--- config.mk ---
export PLATFORM = sky130hd
export DESIGN_NAME = predator_prey_euler_fit_error
export DESIGN_NICKNAME = d
export VERILOG_FILES = /design/src/rtl/ppe_pkg.sv /design/src/rtl/ppe_mul.sv /design/src/rtl/ppe_ctrl.sv /design/src/rtl/predator_prey_euler_fit_error.sv
export SDC_FILE = /design/constraint.sdc
export NUM_CORES = 2
export LEC_CHECK = 0
export BUFFER_PORTS_ARGS = -buffer_cell sky130_fd_sc_hd__buf_2
export CAP_MARGIN = 0
export CORE_MARGIN = 10
export CORE_UTILIZATION = 55
export DETAILED_ROUTE_END_ITERATION = 8
export PLACE_DENSITY = 0.71
export SLEW_MARGIN = 20
export SYNTH_ARGS = -nofsm -noshare
export SYNTH_HDL_FRONTEND = slang
export SYNTH_HIERARCHICAL = 1
export SYNTH_SLANG_ARGS = --single-unit
--- constraint.sdc ---
create_clock -name clk -period 13.4 [get_ports clk]
set_clock_uncertainty 0.15 [all_clocks]
set_input_delay 3.35 -clock clk [delete_from_list [all_inputs] [get_ports clk]]
set_output_delay 3.35 -clock clk [all_outputs]
set_load 0.05 [all_outputs]
--- src/rtl/ppe_pkg.sv ---
// ----------------------------------------------------------------------------
// ppe_pkg: shared types and constants for the predator-prey fit error block
// Widths, saturation limits, step codes and the sequencer control bundle.
// ----------------------------------------------------------------------------
package ppe_pkg;

  localparam int FRAC_BITS_DEF = 16;

  localparam int DATA_W = 32;               // populations, times, rates
  localparam int OPND_W = DATA_W + 1;       // multiplier operand (residual needs 33)
  localparam int PROD_W = 2 * OPND_W;       // full product
  localparam int WIDE_W = DATA_W + 2;       // sums and differences before clamp
  localparam int SUM_W  = 48;               // squared-residual sum
  localparam int CFG_N  = 4;
  localparam int CFG_AW = $clog2(CFG_N);
  localparam int STEP_N = 8;
  localparam int STEP_W = $clog2(STEP_N);
  localparam int CNT_W  = STEP_W + 1;

  localparam logic signed [PROD_W-1:0] P_S32_MAX = PROD_W'(64'sd2147483647);
  localparam logic signed [PROD_W-1:0] P_S32_MIN = PROD_W'(-64'sd2147483648);
  localparam logic signed [PROD_W-1:0] P_SUM_MAX = PROD_W'(64'sd281474976710655);
  localparam logic signed [WIDE_W-1:0] W_S32_MAX = WIDE_W'(64'sd2147483647);
  localparam logic signed [WIDE_W-1:0] W_S32_MIN = WIDE_W'(-64'sd2147483648);
  localparam logic [SUM_W-1:0]         SUM_MAX   = {SUM_W{1'b1}};

  // Configuration register indexes
  localparam logic [CFG_AW-1:0] REG_PREY_GROWTH    = CFG_AW'(0);
  localparam logic [CFG_AW-1:0] REG_PREDATION_RATE = CFG_AW'(1);
  localparam logic [CFG_AW-1:0] REG_PREDATOR_DEATH = CFG_AW'(2);
  localparam logic [CFG_AW-1:0] REG_PREDATOR_GAIN  = CFG_AW'(3);

  localparam logic [DATA_W-1:0] PREY_GROWTH_RST    = 32'd1835008;
  localparam logic [DATA_W-1:0] PREDATION_RATE_RST = 32'd458752;
  localparam logic [DATA_W-1:0] PREDATOR_DEATH_RST = 32'd393216;
  localparam logic [DATA_W-1:0] PREDATOR_GAIN_RST  = 32'd131072;

  // Multiplier schedule of one Euler step
  typedef enum logic [STEP_W-1:0] {
    STEP_BY  = 3'd0,   // b * y        -> prey rate
    STEP_DX  = 3'd1,   // d * x        -> predator rate
    STEP_DTX = 3'd2,   // dt * x
    STEP_DTY = 3'd3,   // dt * y
    STEP_XN  = 3'd4,   // (dt*x) * gx  -> new prey
    STEP_YN  = 3'd5,   // (dt*y) * gy  -> new predator
    STEP_RX  = 3'd6,   // prey residual squared
    STEP_RY  = 3'd7    // predator residual squared
  } step_t;

  typedef struct packed {
    logic  capture;    // take the input request into the holding registers
    logic  load;       // first sample: load estimates, clear the run
    logic  dt_en;      // form the time step
    logic  issue;      // start a multiply
    step_t issue_step;
    logic  post;       // product of post_step is ready
    step_t post_step;
    logic  emit;       // close the run and load the output register
  } ctl_t;

endpackage

--- src/rtl/ppe_mul.sv ---
// ----------------------------------------------------------------------------
// ppe_mul: shared signed multiplier
// One 33x33 multiply per issue, registered, then floor-shifted by FRAC_BITS.
// ----------------------------------------------------------------------------
module ppe_mul #(
  parameter int FRAC_BITS = ppe_pkg::FRAC_BITS_DEF
) (
  input  logic                                clk,
  input  logic                                en,
  input  logic signed [ppe_pkg::OPND_W-1:0]   op_a,
  input  logic signed [ppe_pkg::OPND_W-1:0]   op_b,
  output logic signed [ppe_pkg::PROD_W-1:0]   prod_sh
);

  logic signed [ppe_pkg::PROD_W-1:0] prod_r;

  always_ff @(posedge clk) begin
    if (en) begin
      prod_r <= op_a * op_b;
    end
  end

  // arithmetic shift gives rounding toward minus infinity
  assign prod_sh = prod_r >>> FRAC_BITS;

endmodule

--- src/rtl/ppe_ctrl.sv ---
// ----------------------------------------------------------------------------
// ppe_ctrl: step sequencer
// Accepts one request at a time and walks the shared multiplier schedule.
// ----------------------------------------------------------------------------
module ppe_ctrl (
  input  logic          clk,
  input  logic          rst_n,
  input  logic          in_tvalid,
  output logic          in_tready,
  input  logic          in_first,
  input  logic          in_last,
  input  logic          out_free,
  output ppe_pkg::ctl_t ctl
);

  typedef enum logic [4:0] {
    ST_IDLE   = 5'b00001,
    ST_LOAD   = 5'b00010,
    ST_DT     = 5'b00100,
    ST_RUN    = 5'b01000,
    ST_FINISH = 5'b10000
  } state_t;

  state_t                     state_r, state_nxt;
  logic [ppe_pkg::CNT_W-1:0]  cnt_r, cnt_nxt;
  logic                       last_r, last_nxt;
  logic                       post_vld_r;
  ppe_pkg::step_t             post_step_r;
  logic                       issue;

  assign issue = (state_r == ST_RUN) && !cnt_r[ppe_pkg::STEP_W];

  always_comb begin
    state_nxt      = state_r;
    cnt_nxt        = cnt_r;
    last_nxt       = last_r;
    in_tready      = 1'b0;
    ctl            = '0;
    ctl.issue      = issue;
    ctl.issue_step = ppe_pkg::step_t'(cnt_r[ppe_pkg::STEP_W-1:0]);
    ctl.post       = post_vld_r;
    ctl.post_step  = post_step_r;
    unique case (state_r)
      ST_IDLE: begin
        in_tready = 1'b1;
        if (in_tvalid) begin
          ctl.capture = 1'b1;
          last_nxt    = in_last;
          state_nxt   = in_first ? ST_LOAD : ST_DT;
        end
      end
      ST_LOAD: begin
        ctl.load  = 1'b1;
        state_nxt = ST_FINISH;
      end
      ST_DT: begin
        ctl.dt_en = 1'b1;
        cnt_nxt   = '0;
        state_nxt = ST_RUN;
      end
      ST_RUN: begin
        cnt_nxt = cnt_r + ppe_pkg::CNT_W'(1);
        // last cycle only retires the final product
        if (cnt_r[ppe_pkg::STEP_W]) begin
          state_nxt = ST_FINISH;
        end
      end
      ST_FINISH: begin
        if (!last_r) begin
          state_nxt = ST_IDLE;
        end else if (out_free) begin
          ctl.emit  = 1'b1;
          state_nxt = ST_IDLE;
        end
      end
      default: state_nxt = ST_IDLE;
    endcase
  end

  always_ff @(posedge clk) begin
    if (!rst_n) begin
      state_r     <= ST_IDLE;
      cnt_r       <= '0;
      last_r      <= 1'b0;
      post_vld_r  <= 1'b0;
      post_step_r <= ppe_pkg::STEP_BY;
    end else begin
      state_r     <= state_nxt;
      cnt_r       <= cnt_nxt;
      last_r      <= last_nxt;
      post_vld_r  <= issue;
      post_step_r <= ppe_pkg::step_t'(cnt_r[ppe_pkg::STEP_W-1:0]);
    end
  end

endmodule

--- src/rtl/predator_prey_euler_fit_error.sv ---
// ----------------------------------------------------------------------------
// predator_prey_euler_fit_error: Lotka-Volterra Euler fit error
// Integrates prey and predator estimates over observed samples and scores the
// run by its sum of squared residuals, compared with the previous run's sum.
// ----------------------------------------------------------------------------
// Usage:
//   Input stream carries one observation per request; in_tuser marks the first
//   sample of a run (loads the estimates), in_tlast the last (emits a result).
//   Output stream carries one result per run: the saturating chi-square sum
//   and flags for accept (sum not above the previous run's) and saturation.
//   Rate registers are to be written through cfg_* while the block is idle; it is not enforced.
// Timing:
//   A first-sample request passes through a load state and then the closing
//   state. Any other request forms the time step, runs eight multiplies
//   through the one shared 33x33 multiplier, retires the last product, and has a
//   closing cycle. in_tready is high only while idle. A result appears on the
//   output register the cycle after the closing cycle.
// Reset:
//   Estimates, time and sum clear, the previous sum is set to all ones so the
//   first run accepts, and rate registers take their defaults.
// Stall:
//   A held result does not block new requests; only a run that ends while the
//   previous result is still unread waits in its closing cycle.
// ----------------------------------------------------------------------------
module predator_prey_euler_fit_error #(
  parameter int FRAC_BITS = ppe_pkg::FRAC_BITS_DEF
) (
  input  logic                              clk,
  input  logic                              rst_n,
  // sample_time [31:0], prey_obs [63:32], predator_obs [95:64]
  input  logic [3*ppe_pkg::DATA_W-1:0]      in_tdata,
  // first_sample [0]
  input  logic                              in_tuser,
  input  logic                              in_tlast,
  input  logic                              in_tvalid,
  output logic                              in_tready,
  // chi_square [47:0]
  output logic [ppe_pkg::SUM_W-1:0]         out_tdata,
  // accepted [0], saturated [1]
  output logic [1:0]                        out_tuser,
  output logic                              out_tvalid,
  input  logic                              out_tready,
  input  logic                              cfg_we,
  input  logic [ppe_pkg::CFG_AW-1:0]        cfg_addr,
  input  logic [ppe_pkg::DATA_W-1:0]        cfg_wdata
);

  localparam int DW = ppe_pkg::DATA_W;
  localparam int OW = ppe_pkg::OPND_W;
  localparam int PW = ppe_pkg::PROD_W;
  localparam int WW = ppe_pkg::WIDE_W;
  localparam int SW = ppe_pkg::SUM_W;

  ppe_pkg::ctl_t ctl;

  logic signed [DW-1:0] a_r, b_r, g_r, d_r;
  logic signed [DW-1:0] t_r, xo_r, yo_r;
  logic signed [DW-1:0] prey_r, pred_r, prev_t_r;
  logic signed [DW-1:0] dt_r, gx_r, gy_r, p2_r, p3_r;
  logic [SW-1:0]        sum_r, prev_sum_r;
  logic                 sat_r;
  logic [SW-1:0]        out_sum_r;
  logic                 out_acc_r, out_sat_r, out_vld_r;

  logic signed [OW-1:0] op_a, op_b;
  logic signed [OW-1:0] rx, ry;
  logic signed [PW-1:0] prod_sh;
  logic signed [WW-1:0] dt_w, lin_w;
  logic signed [DW-1:0] dt_c, f32, lin_c;
  logic                 dt_ovf, f_ovf, lin_ovf, sq_ovf, acc_ovf;
  logic [SW-1:0]        sq48, acc48;
  logic [SW:0]          acc_w;
  logic                 out_free;

  // ---------------------------------------------------------------- control
  assign out_free = !out_vld_r || out_tready;

  ppe_ctrl u_ctrl (
    .clk       (clk),
    .rst_n     (rst_n),
    .in_tvalid (in_tvalid),
    .in_tready (in_tready),
    .in_first  (in_tuser),
    .in_last   (in_tlast),
    .out_free  (out_free),
    .ctl       (ctl)
  );

  // --------------------------------------------------------- operand select
  assign rx = OW'(xo_r) - OW'(prey_r);
  assign ry = OW'(yo_r) - OW'(pred_r);

  always_comb begin
    case (ctl.issue_step)
      ppe_pkg::STEP_BY:  begin op_a = OW'(b_r);  op_b = OW'(pred_r); end
      ppe_pkg::STEP_DX:  begin op_a = OW'(d_r);  op_b = OW'(prey_r); end
      ppe_pkg::STEP_DTX: begin op_a = OW'(dt_r); op_b = OW'(prey_r); end
      ppe_pkg::STEP_DTY: begin op_a = OW'(dt_r); op_b = OW'(pred_r); end
      ppe_pkg::STEP_XN:  begin op_a = OW'(p2_r); op_b = OW'(gx_r);   end
      ppe_pkg::STEP_YN:  begin op_a = OW'(p3_r); op_b = OW'(gy_r);   end
      ppe_pkg::STEP_RX:  begin op_a = rx;        op_b = rx;          end
      ppe_pkg::STEP_RY:  begin op_a = ry;        op_b = ry;          end
      default:           begin op_a = rx;        op_b = rx;          end
    endcase
  end

  ppe_mul #(
    .FRAC_BITS (FRAC_BITS)
  ) u_mul (
    .clk     (clk),
    .en      (ctl.issue),
    .op_a    (op_a),
    .op_b    (op_b),
    .prod_sh (prod_sh)
  );

  // ---------------------------------------------------------- post-process
  assign dt_w   = WW'(t_r) - WW'(prev_t_r);
  assign dt_ovf = (dt_w > ppe_pkg::W_S32_MAX) || (dt_w < ppe_pkg::W_S32_MIN);
  assign dt_c   = (dt_w > ppe_pkg::W_S32_MAX) ? DW'(ppe_pkg::W_S32_MAX) :
                  (dt_w < ppe_pkg::W_S32_MIN) ? DW'(ppe_pkg::W_S32_MIN) : DW'(dt_w);

  assign f_ovf = (prod_sh > ppe_pkg::P_S32_MAX) || (prod_sh < ppe_pkg::P_S32_MIN);
  assign f32   = (prod_sh > ppe_pkg::P_S32_MAX) ? DW'(ppe_pkg::P_S32_MAX) :
                 (prod_sh < ppe_pkg::P_S32_MIN) ? DW'(ppe_pkg::P_S32_MIN) : DW'(prod_sh);

  assign sq_ovf = prod_sh > ppe_pkg::P_SUM_MAX;
  assign sq48   = sq_ovf ? ppe_pkg::SUM_MAX : SW'(prod_sh);

  always_comb begin
    case (ctl.post_step)
      ppe_pkg::STEP_BY: lin_w = WW'(a_r) - WW'(f32);
      ppe_pkg::STEP_DX: lin_w = WW'(g_r) - WW'(f32);
      ppe_pkg::STEP_XN: lin_w = WW'(prey_r) + WW'(f32);
      ppe_pkg::STEP_YN: lin_w = WW'(pred_r) - WW'(f32);
      default:          lin_w = WW'(f32);
    endcase
  end

  assign lin_ovf = (lin_w > ppe_pkg::W_S32_MAX) || (lin_w < ppe_pkg::W_S32_MIN);
  assign lin_c   = (lin_w > ppe_pkg::W_S32_MAX) ? DW'(ppe_pkg::W_S32_MAX) :
                   (lin_w < ppe_pkg::W_S32_MIN) ? DW'(ppe_pkg::W_S32_MIN) : DW'(lin_w);

  assign acc_w   = {1'b0, sum_r} + {1'b0, sq48};
  assign acc_ovf = acc_w[SW];
  assign acc48   = acc_ovf ? ppe_pkg::SUM_MAX : acc_w[SW-1:0];

  // ------------------------------------------------------- config registers
  always_ff @(posedge clk) begin
    if (!rst_n) begin
      a_r <= ppe_pkg::PREY_GROWTH_RST;
      b_r <= ppe_pkg::PREDATION_RATE_RST;
      g_r <= ppe_pkg::PREDATOR_DEATH_RST;
      d_r <= ppe_pkg::PREDATOR_GAIN_RST;
    end else if (cfg_we) begin
      unique case (cfg_addr)
        ppe_pkg::REG_PREY_GROWTH:    a_r <= cfg_wdata;
        ppe_pkg::REG_PREDATION_RATE: b_r <= cfg_wdata;
        ppe_pkg::REG_PREDATOR_DEATH: g_r <= cfg_wdata;
        ppe_pkg::REG_PREDATOR_GAIN:  d_r <= cfg_wdata;
        default: ;
      endcase
    end
  end

  // --------------------------------------------------------- request hold
  always_ff @(posedge clk) begin
    if (ctl.capture) begin
      t_r  <= in_tdata[DW-1:0];
      xo_r <= in_tdata[2*DW-1:DW];
      yo_r <= in_tdata[3*DW-1:2*DW];
    end
  end

  // ------------------------------------------------------- working values
  always_ff @(posedge clk) begin
    if (ctl.dt_en) begin
      dt_r <= dt_c;
    end
    if (ctl.post) begin
      case (ctl.post_step)
        ppe_pkg::STEP_BY:  gx_r <= lin_c;
        ppe_pkg::STEP_DX:  gy_r <= lin_c;
        ppe_pkg::STEP_DTX: p2_r <= f32;
        ppe_pkg::STEP_DTY: p3_r <= f32;
        default: ;
      endcase
    end
  end

  // --------------------------------------------------------- run state
  always_ff @(posedge clk) begin
    if (!rst_n) begin
      prey_r     <= '0;
      pred_r     <= '0;
      prev_t_r   <= '0;
      sum_r      <= '0;
      prev_sum_r <= ppe_pkg::SUM_MAX;
      sat_r      <= 1'b0;
    end else begin
      if (ctl.load) begin
        prey_r   <= xo_r;
        pred_r   <= yo_r;
        prev_t_r <= t_r;
        sum_r    <= '0;
        sat_r    <= 1'b0;
      end
      if (ctl.dt_en) begin
        prev_t_r <= t_r;
        if (dt_ovf) begin
          sat_r <= 1'b1;
        end
      end
      if (ctl.post) begin
        case (ctl.post_step)
          ppe_pkg::STEP_BY, ppe_pkg::STEP_DX: begin
            if (f_ovf || lin_ovf) begin
              sat_r <= 1'b1;
            end
          end
          ppe_pkg::STEP_DTX, ppe_pkg::STEP_DTY: begin
            if (f_ovf) begin
              sat_r <= 1'b1;
            end
          end
          ppe_pkg::STEP_XN: begin
            prey_r <= lin_c;
            if (f_ovf || lin_ovf) begin
              sat_r <= 1'b1;
            end
          end
          ppe_pkg::STEP_YN: begin
            pred_r <= lin_c;
            if (f_ovf || lin_ovf) begin
              sat_r <= 1'b1;
            end
          end
          default: begin
            sum_r <= acc48;
            if (sq_ovf || acc_ovf) begin
              sat_r <= 1'b1;
            end
          end
        endcase
      end
      if (ctl.emit) begin
        prev_sum_r <= sum_r;
        sum_r      <= '0;
        sat_r      <= 1'b0;
      end
    end
  end

  // ------------------------------------------------------ output register
  always_ff @(posedge clk) begin
    if (!rst_n) begin
      out_vld_r <= 1'b0;
    end else if (ctl.emit) begin
      out_vld_r <= 1'b1;
    end else if (out_tready) begin
      out_vld_r <= 1'b0;
    end
  end

  always_ff @(posedge clk) begin
    if (ctl.emit) begin
      out_sum_r <= sum_r;
      out_acc_r <= (sum_r <= prev_sum_r);
      out_sat_r <= sat_r;
    end
  end

  assign out_tdata  = out_sum_r;
  assign out_tuser  = {out_sat_r, out_acc_r};
  assign out_tvalid = out_vld_r;

endmodule
==> impl_metrics.py <==
metrics = {
    "timing": {
        "finalMaxSlewViolations": 0,
        "setup-violations-final": 0,
        "timing.final.ws_setup_ns": 0.513,
        "period_needed_ns": 12.89,
        "fin_crit_sh_pct": 96.2,
        "clock.fmax_mhz": 77.6,
        "max_slew_margin_pct": 17.4,
        "worstMarginPinSlew_ns": 1.23,
        "setup_tns_ns": 0,
        "rsz0062_at_grt": "false",
        "hold_viol": 0,
    },
    "routing": {
        "viasPerCell": 6.03,
        "dr.first_iter.drc_count": 6763,
        "drc": 0,
        "wl_per_cell_um": 25.8,
        "ant_nets": 0,
        "vias": 64600,
        "firstDrtPassIters": 8,
        "wl_mm": 276,
    },
    "synthesis": {
        "synth.distinct_cells": 108,
        "synth_nets": 10500,
        "syn_inst": 8785,
        "yosys_most_used_dff": "edfxtp_1",
        "synth_area_per_cell_sq_um": 9.10,
        "synth_area_sq_um": 80000,
        "yosys_warnings": 6,
        "ys_ff_latch": 692,
        "async_reset_ff_share_pct": 0,
        "ys_seq_area_share_pct": 21.8,
        "synth_edf_count": 356,
    },
    "pwr": {
        "power_leakage_nw": 40.3,
        "peakVddDrop_v": 0.000108,
        "powerDensity_nw_per_um2": 63.1,
    },
    "run_status": {
        "run_status": "completed",
    },
    "final_layout": {
        "drive_above_1_share_pct": 7.43,
        "nets": 10500,
        "stdcell_area_sq_um": 85700,
        "area_delta_synth_final_pct": 7.23,
    },
    "worst_setup_path": {
        "worstSetupStartpointType": "flip-flop",
        "cp_data_arrival_time_ns": 13.23,
        "r2r.worst_path.cells": 38,
        "path_class": "reg2reg",
        "worstPathRequired_ns": 13.74,
        "startpoint": "prey_r[0]",
        "worstPathMaxFanout": 25,
        "rrSetupSlack_ns": 0.51,
        "critPathCaptureType": "flip-flop",
        "slowest_delay_ns": 0.58,
        "crit_top_cell": "fa_1",
        "critPathSlowestCell": "fa_1",
        "r2r-end": "u_mul/prod_r[55]",
        "r2r-start": "prey_r[0]",
    },
    "placement": {
        "hpwl_mm": 219,
        "routabilityCongestion": 1.03,
        "post-place-ws_ns": 0.462,
        "dpl_cell_area_sq_um": 83100,
        "port_buffers": 188,
    },
    "global_route": {
        "grt.overflow.total": 0,
        "grt_max_degree": 102,
        "grt_pass1_wl_mm": 415,
        "antenna_found_initial": 11,
        "grt_use_total_pct": 33.8,
        "grt_pass1_vias": 65600,
    },
    "die": {
        "die_y_um": 401,
        "core_area_sq_um": 144000,
        "num_rows": 139,
        "start_util_pct": 55.5,
        "die_w_um": 401,
        "ios": 189,
        "dieArea_sq_um": 161000,
    },
    "clock_tree": {
        "cts_buffers": 76,
        "cts.clk_slew.worst_paths_ns": 0.06,
        "clock-sinks": 692,
        "cts_root_buffer": "clkbuf_16",
        "cts_tree": "done",
        "htreeDepth": 3,
        "cts_buffer_depth": 3,
        "clock_latency_ns": 0.70,
    },
    "worst_hold_path": {
        "holdPathStages": 0,
        "hp-class": "reg2reg",
        "worstHoldEndpoint": "out_sat_r",
        "hold_path_startpoint": "sat_r",
    },
    "run": {
        "drv_cap": 0,
    },
}
-- flip-flops by register name, indices dropped and copies added, names as in the netlist, 48 cells and up --
signal	flops
u_mul/prod_r	50
out_tdata	48
prev_sum_r	48
sum_r	48
-- logic make-up after synthesis --
group                    after synthesis  share of synthesized area (%)
AO/OA/AOI/OAI                       1650                           13.5
XOR/XNOR                             237                           2.60
adder cells (fa/ha/maj)             1635                           36.4
buffers and inverters               1950                           9.31
flip-flops                           692                           21.8
multiplexers                         105                           1.35
AND/OR/NAND/NOR                     2516                           15.1
-- final cells by class --
type                       count  area [sq um]
antenna                        7          17.5
clock buffer                 100          2110
fill                       12600         58300
tap                         1903          2380
inverter                    1461          5480
sequential                   692         17400
clock inverter                40           480
multi-input combinational   6143         55500
timing repair buffer         366          2310
-- cells in the mapped netlist (11+ instances only) --
cell type	n	area [sq um]
inv_1	1460	5480
nand2_1	1165	4370
fa_1	1150	23000
and2_1	569	3560
ha_1	475	5940
a21oi_1	467	2340
clkbuf_1	438	1640
edfxtp_1	356	10700
dfxtp_1	336	6730
o21ai_0	314	1570
nor2_1	303	1140
a21boi_0	161	1210
xnor2_1	149	1310
a21o_1	128	961
nand2b_1	107	669
o211ai_1	102	766
mux2i_1	94	941
xor2_1	88	771
a211oi_1	72	541
nand3_1	68	340
nand4_1	64	400
o21a_1	51	383
nor2b_1	47	294
a31oi_1	46	288
and3_1	37	231
nor3_1	37	185
o21bai_1	33	248
a311oi_1	29	254
o211a_1	27	270
a22oi_1	25	188
buf_4	24	180
nor4_1	24	150
or3_1	21	131
or2_2	18	113
o22ai_1	14	87.6
buf_1	12	45.0
buf_2	12	60.1
o22a_1	11	96.3
o31ai_1	11	82.6
-- cells in the final DEF, fill, tap and decap left out, drive strengths merged, types with 128 or more instances in the layout --
cell type  synthesis  layout
nand2           1167    1167
a21o             128     128
edfxtp           356     356
fa              1150    1150
inv             1461    1466
a21oi            474     474
dfxtp            336     336
ha               475     475
a21boi           162     162
and2             569     569
o21ai            325     325
buf               51     366
nor2             304     304
xnor2            149     149
-- timing repair --
| item | in CTS | in global routing |
|---|---|---|
| hold buffers | 0 | 0 |
| gates resized for setup | 0 | 7 |
| setup endpoints to repair | 0 | 16 |
| buffers inserted | 0 | 1 |
-- power by group --
part | internal (W) | switching [W] | leakage [nW]
clock network | 0.00128 | 0.000944 | 1.24
logic | 0.000281 | 0.000572 | 33.1
registers | 0.00229 | 0.0000471 | 5.92
total | 0.00384 | 0.00156 | 40.3
-- metrics by stage --
stage,instances,power (W),utilization [%],hold WS (ns)
finish,10700,0.00541,59.5,0.291
global route,10700,0.00557,59.5,0.311
CTS,10700,0.00538,59.5,0.292
detailed placement,10600,0.00320,57.7,0.279
global placement,10600,0.00318,57.7,0.273
floorplan,8785,0.00288,-,0.259
-- worst max-delay path: cells and delay by family, from the launching register on --
kind	cells	cell delay (ns)
adder cells (fa/ha/maj)	11	5.30
AO/OA/AOI/OAI	15	4.69
AND/OR/NAND/NOR	5	1.04
buffers and inverters	5	0.63
flip-flops	1	0.42
XOR/XNOR	2	0.41
-- per-layer routing --
layer / vias up / GRT usage (%) / part of all wire [%]
met3: 487 / 13.6 / 14
met5: - / 0.386 / 0.054
li1: 28200 / - / -
met1: 32300 / 47.1 / 41
met4: 7 / 10.8 / 3.6
met2: 3624 / 47.9 / 41
-- worst max-delay path by stage --
stage	to	slack, ns
after floorplan	u_mul/prod_r[61]	1.77
after global placement	u_mul/prod_r[54]	0.46
after detailed placement	u_mul/prod_r[54]	0.46
after CTS	u_mul/prod_r[54]	0.39
after global routing	u_mul/prod_r[54]	0.009
final	u_mul/prod_r[55]	0.51
No activity file was read; power rests on OpenSTA's default activity.
